$ cat src/rtl/rcwf_pkg.sv
// ----------------------------------------------------------------------------
// rcwf_pkg
// shared types and constants for the rgb colour wheel fader
// ----------------------------------------------------------------------------
package rcwf_pkg;

    // intensities in units of 0.2 of a colour step
    localparam int unsigned INT_W      = 13;
    localparam int unsigned LEVEL_W    = 16;
    // shared compare-subtract datapath width, holds the root remainder 25*4095
    localparam int unsigned SU_W       = 18;
    localparam int unsigned ROOT_W     = 18;
    localparam int unsigned BIT_W      = 17;
    localparam int unsigned PROD_W     = 29;
    // product below the saturation limit, as fed to the reciprocal multiply
    localparam int unsigned DIVD_W     = 21;
    localparam int unsigned RECIP_W    = 22;
    localparam int unsigned RECIP_SHIFT = 26;

    localparam int unsigned FULL_SCALE = 1275;
    localparam int unsigned NEAR_ZERO  = 5;
    localparam int unsigned INT_MAX    = 8191;
    localparam int unsigned LEVEL_MAX  = 65535;
    localparam int unsigned DIVISOR    = 25;
    localparam int unsigned ROOT_BIAS  = 50;
    // product at or above this saturates the level
    localparam int unsigned DIV_LIMIT  = DIVISOR * (1 << LEVEL_W);
    // 2^26/25 rounded up; exact floor divide for every product below 2^21
    localparam int unsigned RECIP_MUL  = ((1 << RECIP_SHIFT) + DIVISOR - 1) / DIVISOR;
    // highest power of four not above 25*4095, starts the root search
    localparam int unsigned ROOT_TOP   = 1 << 16;

    typedef logic [INT_W-1:0]   intensity_t;
    typedef logic [LEVEL_W-1:0] level_t;
    typedef logic [SU_W-1:0]    su_word_t;
    typedef logic [ROOT_W-1:0]  root_t;
    typedef logic [BIT_W-1:0]   root_bit_t;
    typedef logic [PROD_W-1:0]  prod_t;
    typedef logic [DIVD_W+RECIP_W-1:0] recip_prod_t;

    typedef logic [1:0] focus_t;
    localparam focus_t FOCUS_RED    = 2'd0;
    localparam focus_t FOCUS_GREEN  = 2'd1;
    localparam focus_t FOCUS_BLUE   = 2'd2;
    localparam focus_t FOCUS_UNUSED = 2'd3;

    // result of one compare-subtract step
    typedef struct packed {
        logic     ge;
        su_word_t diff;
    } su_res_t;

endpackage

$ cat src/rtl/rcwf_step_unit.sv
// ----------------------------------------------------------------------------
// rcwf_step_unit
// shared compare-subtract step for the root search
// ----------------------------------------------------------------------------
module rcwf_step_unit (
    input  rcwf_pkg::su_word_t rem,
    input  rcwf_pkg::su_word_t sub,
    output rcwf_pkg::su_res_t  res
);

    logic [rcwf_pkg::SU_W:0] wide_diff;

    // borrow out of the top bit means rem < sub
    assign wide_diff = {1'b0, rem} - {1'b0, sub};
    assign res.ge    = ~wide_diff[rcwf_pkg::SU_W];
    assign res.diff  = wide_diff[rcwf_pkg::SU_W-1:0];

endmodule

$ cat src/rtl/rgb_colour_wheel_fader_unit.sv
// ----------------------------------------------------------------------------
// rgb_colour_wheel_fader_unit
// colour wheel fader with manual adjust and squared-gamma pwm levels
// ----------------------------------------------------------------------------
//
//  channel | signals                                       | transfer
//  --------+-----------------------------------------------+-------------------
//  in      | in_valid in_ready mode fade_switch adc_sample | tick or sample
//          | red_key green_key blue_key                    |
//  out     | out_valid out_ready red_level green_level     | one per tick
//          | blue_level                                    |
//
//  one item at a time; in_ready is high only while the sequencer is idle
//  sample: 9 root steps on the single compare-subtract unit, then a write
//  state; this sets the longest item unless the output stalls
//  tick: a wheel step (switch high), then per colour a square state and a
//  reciprocal scale and clip state, then the hand-off state
//  a finished result waits in the output register; the next item is taken
//  meanwhile and only its own hand-off waits for out_ready
//  reset (async, active low) loads red full scale, green and blue zero
//
// ----------------------------------------------------------------------------
module rgb_colour_wheel_fader_unit (
    input  logic        clk,
    input  logic        rst_n,
    input  logic        in_valid,
    output logic        in_ready,
    input  logic        mode,
    input  logic        fade_switch,
    input  logic [11:0] adc_sample,
    input  logic        red_key,
    input  logic        green_key,
    input  logic        blue_key,
    output logic        out_valid,
    input  logic        out_ready,
    output logic [15:0] red_level,
    output logic [15:0] green_level,
    output logic [15:0] blue_level
);

    typedef enum logic [2:0] {
        S_IDLE,
        S_WHEEL,
        S_SQRT,
        S_WRITE,
        S_SQUARE,
        S_SAT,
        S_DONE
    } state_t;

    localparam rcwf_pkg::intensity_t INT_MAX_V    = rcwf_pkg::intensity_t'(rcwf_pkg::INT_MAX);
    localparam rcwf_pkg::intensity_t FULL_SCALE_V =
        rcwf_pkg::intensity_t'(rcwf_pkg::FULL_SCALE);
    localparam rcwf_pkg::intensity_t NEAR_ZERO_V  =
        rcwf_pkg::intensity_t'(rcwf_pkg::NEAR_ZERO);
    localparam logic [rcwf_pkg::RECIP_W-1:0] RECIP_MUL_V =
        rcwf_pkg::RECIP_W'(rcwf_pkg::RECIP_MUL);

    // control state
    state_t               state_reg,  state_next;
    logic                 out_valid_reg, out_valid_next;
    logic [1:0]           ch_reg,     ch_next;
    rcwf_pkg::intensity_t red_reg,    red_next;
    rcwf_pkg::intensity_t green_reg,  green_next;
    rcwf_pkg::intensity_t blue_reg,   blue_next;
    rcwf_pkg::focus_t     focus_reg,  focus_next;

    // working registers
    rcwf_pkg::su_word_t   rem_reg,    rem_next;
    rcwf_pkg::root_t      root_reg,   root_next;
    rcwf_pkg::root_bit_t  bit_reg,    bit_next;
    rcwf_pkg::prod_t      prod_reg,   prod_next;
    logic                 sw_reg,     sw_next;
    logic [2:0]           btn_reg,    btn_next;
    rcwf_pkg::level_t     lvl_reg [3];
    rcwf_pkg::level_t     lvl_next [3];
    rcwf_pkg::level_t     red_out_reg,   red_out_next;
    rcwf_pkg::level_t     green_out_reg, green_out_next;
    rcwf_pkg::level_t     blue_out_reg,  blue_out_next;

    // shared unit
    rcwf_pkg::su_word_t   su_rem;
    rcwf_pkg::su_word_t   su_sub;
    rcwf_pkg::su_res_t    su_res;

    rcwf_pkg::intensity_t cur_v;
    logic [25:0]          square;
    rcwf_pkg::recip_prod_t scaled;
    rcwf_pkg::level_t     div_q;
    rcwf_pkg::root_t      root_less;
    rcwf_pkg::intensity_t sample_v;
    logic                 in_xfer;

    rcwf_step_unit u_step (
        .rem (su_rem),
        .sub (su_sub),
        .res (su_res)
    );

    assign in_ready    = (state_reg == S_IDLE);
    assign in_xfer     = in_valid && in_ready;
    assign out_valid   = out_valid_reg;
    assign red_level   = red_out_reg;
    assign green_level = green_out_reg;
    assign blue_level  = blue_out_reg;

    // intensity squared for the current colour
    always_comb
    begin
        case (ch_reg)
            2'd0:    cur_v = red_reg;
            2'd1:    cur_v = green_reg;
            default: cur_v = blue_reg;
        endcase
    end
    assign square = cur_v * cur_v;

    // floor divide by 25 through the rounded-up reciprocal, exact below the limit
    assign scaled = rcwf_pkg::recip_prod_t'(prod_reg[rcwf_pkg::DIVD_W-1:0])
                  * rcwf_pkg::recip_prod_t'(RECIP_MUL_V);
    assign div_q  = scaled[rcwf_pkg::RECIP_SHIFT +: rcwf_pkg::LEVEL_W];

    // root minus bias, floored at zero and clamped to the intensity range
    assign root_less = root_reg - rcwf_pkg::root_t'(rcwf_pkg::ROOT_BIAS);
    always_comb
    begin
        if (root_reg <= rcwf_pkg::root_t'(rcwf_pkg::ROOT_BIAS))
        begin
            sample_v = '0;
        end
        else if (root_less > rcwf_pkg::root_t'(rcwf_pkg::INT_MAX))
        begin
            sample_v = INT_MAX_V;
        end
        else
        begin
            sample_v = root_less[rcwf_pkg::INT_W-1:0];
        end
    end

    // operands for the shared compare-subtract
    assign su_rem = rem_reg;
    assign su_sub = rcwf_pkg::su_word_t'(root_reg) + rcwf_pkg::su_word_t'(bit_reg);

    // sequencer
    always_comb
    begin
        state_next     = state_reg;
        out_valid_next = out_valid_reg;
        ch_next        = ch_reg;
        red_next       = red_reg;
        green_next     = green_reg;
        blue_next      = blue_reg;
        focus_next     = focus_reg;
        rem_next       = rem_reg;
        root_next      = root_reg;
        bit_next       = bit_reg;
        prod_next      = prod_reg;
        sw_next        = sw_reg;
        btn_next       = btn_reg;
        lvl_next       = lvl_reg;
        red_out_next   = red_out_reg;
        green_out_next = green_out_reg;
        blue_out_next  = blue_out_reg;

        if (out_valid_reg && out_ready)
        begin
            out_valid_next = 1'b0;
        end

        case (state_reg)
            S_IDLE:
            begin
                if (in_xfer)
                begin
                    sw_next  = fade_switch;
                    btn_next = {red_key, blue_key, green_key};
                    ch_next  = 2'd0;
                    if (mode)
                    begin
                        // sample with the switch high changes nothing
                        if (!fade_switch)
                        begin
                            rem_next  = rcwf_pkg::su_word_t'({adc_sample, 4'b0})
                                      + rcwf_pkg::su_word_t'({adc_sample, 3'b0})
                                      + rcwf_pkg::su_word_t'(adc_sample);
                            root_next = '0;
                            bit_next  = rcwf_pkg::root_bit_t'(rcwf_pkg::ROOT_TOP);
                            state_next = S_SQRT;
                        end
                    end
                    else if (fade_switch)
                    begin
                        state_next = S_WHEEL;
                    end
                    else
                    begin
                        state_next = S_SQUARE;
                    end
                end
            end

            S_WHEEL:
            begin
                if (red_reg != '0 && blue_reg <= NEAR_ZERO_V)
                begin
                    blue_next  = '0;
                    red_next   = red_reg - 1'b1;
                    green_next = (green_reg == INT_MAX_V) ? INT_MAX_V : green_reg + 1'b1;
                end
                else if (green_reg != '0 && red_reg <= NEAR_ZERO_V)
                begin
                    red_next   = '0;
                    green_next = green_reg - 1'b1;
                    blue_next  = (blue_reg == INT_MAX_V) ? INT_MAX_V : blue_reg + 1'b1;
                end
                else if (blue_reg != '0 && green_reg <= NEAR_ZERO_V)
                begin
                    green_next = '0;
                    blue_next  = blue_reg - 1'b1;
                    red_next   = (red_reg == INT_MAX_V) ? INT_MAX_V : red_reg + 1'b1;
                end
                else
                begin
                    red_next   = FULL_SCALE_V;
                    green_next = '0;
                    blue_next  = '0;
                end
                state_next = S_SQUARE;
            end

            S_SQRT:
            begin
                if (su_res.ge)
                begin
                    rem_next  = su_res.diff;
                    root_next = (root_reg >> 1) + rcwf_pkg::root_t'(bit_reg);
                end
                else
                begin
                    root_next = root_reg >> 1;
                end
                bit_next = bit_reg >> 2;
                if (bit_reg[0])
                begin
                    state_next = S_WRITE;
                end
            end

            S_WRITE:
            begin
                case (focus_reg)
                    rcwf_pkg::FOCUS_RED:   red_next   = sample_v;
                    rcwf_pkg::FOCUS_GREEN: green_next = sample_v;
                    rcwf_pkg::FOCUS_BLUE:  blue_next  = sample_v;
                    default:               ;
                endcase
                // buttons: red over blue over green
                if (btn_reg[2])
                begin
                    focus_next = rcwf_pkg::FOCUS_RED;
                end
                else if (btn_reg[1])
                begin
                    focus_next = rcwf_pkg::FOCUS_BLUE;
                end
                else if (btn_reg[0])
                begin
                    focus_next = rcwf_pkg::FOCUS_GREEN;
                end
                state_next = S_IDLE;
            end

            S_SQUARE:
            begin
                prod_next  = sw_reg ? rcwf_pkg::prod_t'(square)
                                    : rcwf_pkg::prod_t'({square, 3'b0});
                state_next = S_SAT;
            end

            S_SAT:
            begin
                if (prod_reg >= rcwf_pkg::prod_t'(rcwf_pkg::DIV_LIMIT))
                begin
                    lvl_next[ch_reg] = rcwf_pkg::level_t'(rcwf_pkg::LEVEL_MAX);
                end
                else
                begin
                    lvl_next[ch_reg] = div_q;
                end
                ch_next    = ch_reg + 1'b1;
                state_next = (ch_reg == 2'd2) ? S_DONE : S_SQUARE;
            end

            S_DONE:
            begin
                if (!out_valid_reg || out_ready)
                begin
                    red_out_next   = lvl_reg[0];
                    green_out_next = lvl_reg[1];
                    blue_out_next  = lvl_reg[2];
                    out_valid_next = 1'b1;
                    state_next     = S_IDLE;
                end
            end

            default:
            begin
                state_next = S_IDLE;
            end
        endcase
    end

    // state and registered outputs
    always_ff @(posedge clk or negedge rst_n)
    begin
        if (!rst_n)
        begin
            state_reg     <= S_IDLE;
            out_valid_reg <= 1'b0;
            ch_reg        <= 2'd0;
            red_reg       <= FULL_SCALE_V;
            green_reg     <= '0;
            blue_reg      <= '0;
            focus_reg     <= rcwf_pkg::FOCUS_RED;
            red_out_reg   <= '0;
            green_out_reg <= '0;
            blue_out_reg  <= '0;
        end
        else
        begin
            state_reg     <= state_next;
            out_valid_reg <= out_valid_next;
            ch_reg        <= ch_next;
            red_reg       <= red_next;
            green_reg     <= green_next;
            blue_reg      <= blue_next;
            focus_reg     <= focus_next;
            red_out_reg   <= red_out_next;
            green_out_reg <= green_out_next;
            blue_out_reg  <= blue_out_next;
        end
    end

    // datapath registers, no reset needed
    always_ff @(posedge clk)
    begin
        rem_reg       <= rem_next;
        root_reg      <= root_next;
        bit_reg       <= bit_next;
        prod_reg      <= prod_next;
        sw_reg        <= sw_next;
        btn_reg       <= btn_next;
        lvl_reg       <= lvl_next;
    end

    // a result only appears from the hand-off state
    a_out_from_done: assert property (@(posedge clk) disable iff (!rst_n)
        $rose(out_valid_reg) |-> $past(state_reg == S_DONE))
        else $error("out_valid rose outside hand-off");

    // a sample transfer never produces a result next cycle
    a_sample_no_out: assert property (@(posedge clk) disable iff (!rst_n)
        (in_xfer && mode) |=> !$rose(out_valid_reg))
        else $error("sample produced a result");

    // root search walks a single power of four
    a_root_bit: assert property (@(posedge clk) disable iff (!rst_n)
        (state_reg == S_SQRT) |-> $onehot(bit_reg))
        else $error("root search bit not one-hot");

    // focus never takes the unused code
    a_focus_code: assert property (@(posedge clk) disable iff (!rst_n)
        focus_reg != rcwf_pkg::FOCUS_UNUSED)
        else $error("focus took unused code");

endmodule

$ cat config.mk
export PLATFORM = sky130hd
export DESIGN_NAME = rgb_colour_wheel_fader_unit
export DESIGN_NICKNAME = d
export VERILOG_FILES = /design/src/rtl/rcwf_pkg.sv /design/src/rtl/rcwf_step_unit.sv /design/src/rtl/rgb_colour_wheel_fader_unit.sv
export SDC_FILE = /design/constraint.sdc
export NUM_CORES = 1
export LEC_CHECK = 0
export BUFFER_PORTS_ARGS = -buffer_cell sky130_fd_sc_hd__buf_2
export CAP_MARGIN = 5
export CORE_MARGIN = 3
export CORE_UTILIZATION = 65
export DETAILED_ROUTE_END_ITERATION = 12
export PLACE_DENSITY = 0.88
export SETUP_SLACK_MARGIN = 0.4
export SYNTH_ARGS = -nofsm -noshare
export SYNTH_HDL_FRONTEND = slang
export SYNTH_SLANG_ARGS = --single-unit
$ cat constraint.sdc
create_clock -name clk -period 9 [get_ports clk]
set_clock_uncertainty 0.15 [all_clocks]
set_input_delay 0.45 -clock clk [delete_from_list [all_inputs] [get_ports clk]]
set_output_delay 0.45 -clock clk [all_outputs]
set_load 0.01 [all_outputs]
==> flow_metrics.py <==
metrics = {
    "run_status": {
        "status": "complete, no violations",
    },
    "min_path": {
        "hp-start": "fade_switch",
        "min-delay-path-class": "input pin to flip-flop",
        "hold-path-cell-count": 1,
        "hold_path_end": "sw_reg",
    },
    "timing": {
        "tns_ns": 0,
        "hold_viol_final": 0,
        "whs_ns": 0.05368,
        "fin_crit_sh_pct": 91.00,
        "fin_ws_ns": 0.8103,
        "max_freq_mhz": 122.1,
        "rsz0062_at_grt": "no",
        "relSlewSlack_pct": 20.42,
        "tightest_slew_ns": 1.186,
        "finalSetupViolations": 0,
        "slew_violations": 0,
        "min_period_ns": 8.190,
    },
    "finish": {
        "final_cells": 3363,
        "diodes": 0,
        "area_growth_pct": 6.207,
        "largest_reg_flops": 48,
        "nNetsFinal": 3442,
        "layout-drive-gt1-share_pct": 8.366,
    },
    "die": {
        "initial_core_util_pct": 66.78,
        "io_pins": 71,
        "die_w_um": 206.6,
        "std_cell_rows": 72,
        "die_h_um": 206.6,
        "coreArea_sq_um": 39190,
        "dieArea_sq_um": 42700,
    },
    "synthesis": {
        "synth_simple_gate_area_share_pct": 12.19,
        "synth.area.top_cells": "fa_1 (19%), ha_1 (16%), edfxtp_1 (14%), dfrtp_1 (8.3%), inv_1 (6.7%)",
        "synth_top_family_by_area": "adder cells",
        "ys_ff_latch": 220,
        "syn_area_sq_um": 26170,
        "synth_compound_area_share_pct": 14.42,
        "synth_top_area_share_pct": 19.36,
        "synth.area.mux_share_pct": 2.797,
        "synth.net_count": 3423,
        "yosysWarningCount": 0,
        "synth-xor-area-share_pct": 3.079,
        "avgSynthCellArea_sq_um": 9.312,
        "dominantRegCellSynth": "edfxtp_1",
        "yosysUniqueCellTypes": 89,
        "synth_edf_count": 125,
        "async_flop_share_pct": 43.18,
        "synth_common_cells": "inv_1 (466), ha_1 (339), fa_1 (253), nand2_1 (197), nor2_1 (194)",
        "synth_cells": 2810,
        "synthAdderAreaFrac_pct": 35.56,
        "yosysTopAreaCell": "fa_1",
        "seq_area_frac_synth_pct": 23.47,
        "yosysMostFrequentCell": "inv_1",
    },
    "critical_path": {
        "r2r-end": "prod_reg[24]",
        "cp_slowest_cell": "o21ai_0",
        "reg2regPathDepth": 26,
        "critPathRequiredTime_ns": 9.13,
        "cp-end-kind": "flip-flop",
        "ff2ff_setup_slack_ns": 0.81,
        "crit_family": "adder cells",
        "r2r-start": "ch_reg[0]",
        "path_max_fanout": 18,
        "arrival_ns": 8.32,
        "critical_path_class": "flip-flop to flip-flop",
        "crit_buf_inv": 8,
        "timing.critical_path.from_type": "flip-flop",
        "slowest_delay_ns": 0.56,
    },
    "grt": {
        "track_usage_pct": 31.39,
        "grt_pass1_vias": 21500,
        "antenna_found_initial": 0,
        "grt_pass1_wl_um": 108600,
        "grt_overflow": 0,
        "grt_max_degree": 67,
    },
    "clocking": {
        "cts_tree": "done",
        "root_buffer": "clkbuf_16",
        "clockBufferDepth": 3,
        "cts_hold_buf": 4,
        "cts_num_sinks": 220,
        "postCtsResizedCells": 0,
        "cts_inserted_buffers": 23,
        "clkLatencyLatePin_ns": 0.53,
        "htree_num_levels": 1,
        "clk_pin_slew_ns": 0.06,
        "post_cts_buffers": 0,
    },
    "placed_design": {
        "dp_slack_ns": 0.9113,
        "hpwl_um": 51640,
        "portBuffers": 70,
        "gp_congestion": 0.9877,
        "dp_cells": 3318,
    },
    "flow_run": {
        "maxCapViolCount": 0,
    },
    "routing": {
        "routed-wl-met2_um": 32500,
        "ant_nets": 0,
        "num_vias": 21030,
        "drt_iter0_markers": 1885,
        "wl_met3_um": 4697,
        "wl_um": 66060,
        "drt_pass1_iterations": 5,
        "topRoutingLayerUsed": "met4",
        "via_per_inst": 6.252,
        "drc": 0,
        "wl_per_cell_um": 19.64,
        "wl_met1_um": 26130,
    },
}
-- worst reg2reg max path, stage by stage (launching register included) --
cell and delay, ns:
dfrtp_1 0.41, inv_1 0.10, ha_1 0.20, buf_4 0.20, inv_1 0.16, nand2_1 0.12
buf_4 0.21, o21ai_0 0.56, clkinv_1 0.51, nand2_1 0.24, fa_1 0.46, fa_1 0.51
inv_1 0.05, fa_1 0.47, fa_1 0.49, inv_1 0.05, fa_1 0.53, inv_1 0.05
ha_1 0.34, and3_1 0.18, a2111oi_2 0.50, a21oi_1 0.16, and3_1 0.24, o41a_1 0.36
a31o_2 0.27, xnor2_1 0.14, mux2_2 0.26
-- cells by family (layout without fill, tap and decap cells) --
kind of cell               count (synthesis)  in the layout
adders and majority gates                592            592
xor gates and xnor gates                  92             92
and+or+nand+nor                          664            664
DFF                                      220            220
muxes                                     66             66
other                                      1              1
AOI/OAI and AO/OA                        597            597
buffers and inverters                    578            613
-- how the worst max path moves through the flow --
stage | startpoint | end | cells after the start | slack [ns]
2_1_floorplan | ch_reg[1] | prod_reg[24] | 26 | 1.66
3_3_place_gp | ch_reg[0] | prod_reg[24] | 26 | 1.12
3_5_place_dp | ch_reg[0] | prod_reg[24] | 26 | 0.91
4_1_cts | ch_reg[0] | prod_reg[24] | 26 | 0.86
5_1_grt | ch_reg[0] | prod_reg[24] | 26 | 0.41
6_report | ch_reg[0] | prod_reg[24] | 26 | 0.81
-- layer usage --
metal	GRT usage [%]	up-vias
li1	-	9606
met1	40.59	10320
met5	0	-
met3	4.501	203
met4	11.71	0
met2	54.00	895
-- layout by cell type (no fill, tap or decap), types with 34 or more instances in the layout --
cell | Yosys | routed
a211oi_1 | 34 | 34
nor3_1 | 57 | 56
xor2_1 | 37 | 37
buf_2 | 11 | 69
nand2_1 | 197 | 197
o21ai_0 | 133 | 133
ha_1 | 339 | 339
a21oi_1 | 175 | 175
inv_1 | 466 | 466
mux2_2 | 57 | 57
fa_1 | 253 | 253
nor2_1 | 194 | 194
a31oi_1 | 41 | 41
dfrtp_1 | 87 | 87
xnor2_1 | 55 | 55
edfxtp_1 | 125 | 125
-- through the flow --
stage               instance area [sq um]  utilization, %
floorplan                           26170               -
CTS                                 27790           70.92
global route                        27790           70.92
detailed placement                  26940           68.76
global placement                    26940           68.76
finish                              27790           70.92
-- layout make-up --
type                    instances  area, sq um
multi-input cells            2012        17840
well taps                     518        648.1
inverters                     474         1779
fillers                      2795        11400
clock inverters                10        181.4
clock buffers                  31        625.6
repair buffers                 98        573.1
flip-flops and latches        220         6141
Power is not shown: default switching activity piles up to over one toggle a cycle in this logic, so the estimate is an artifact.
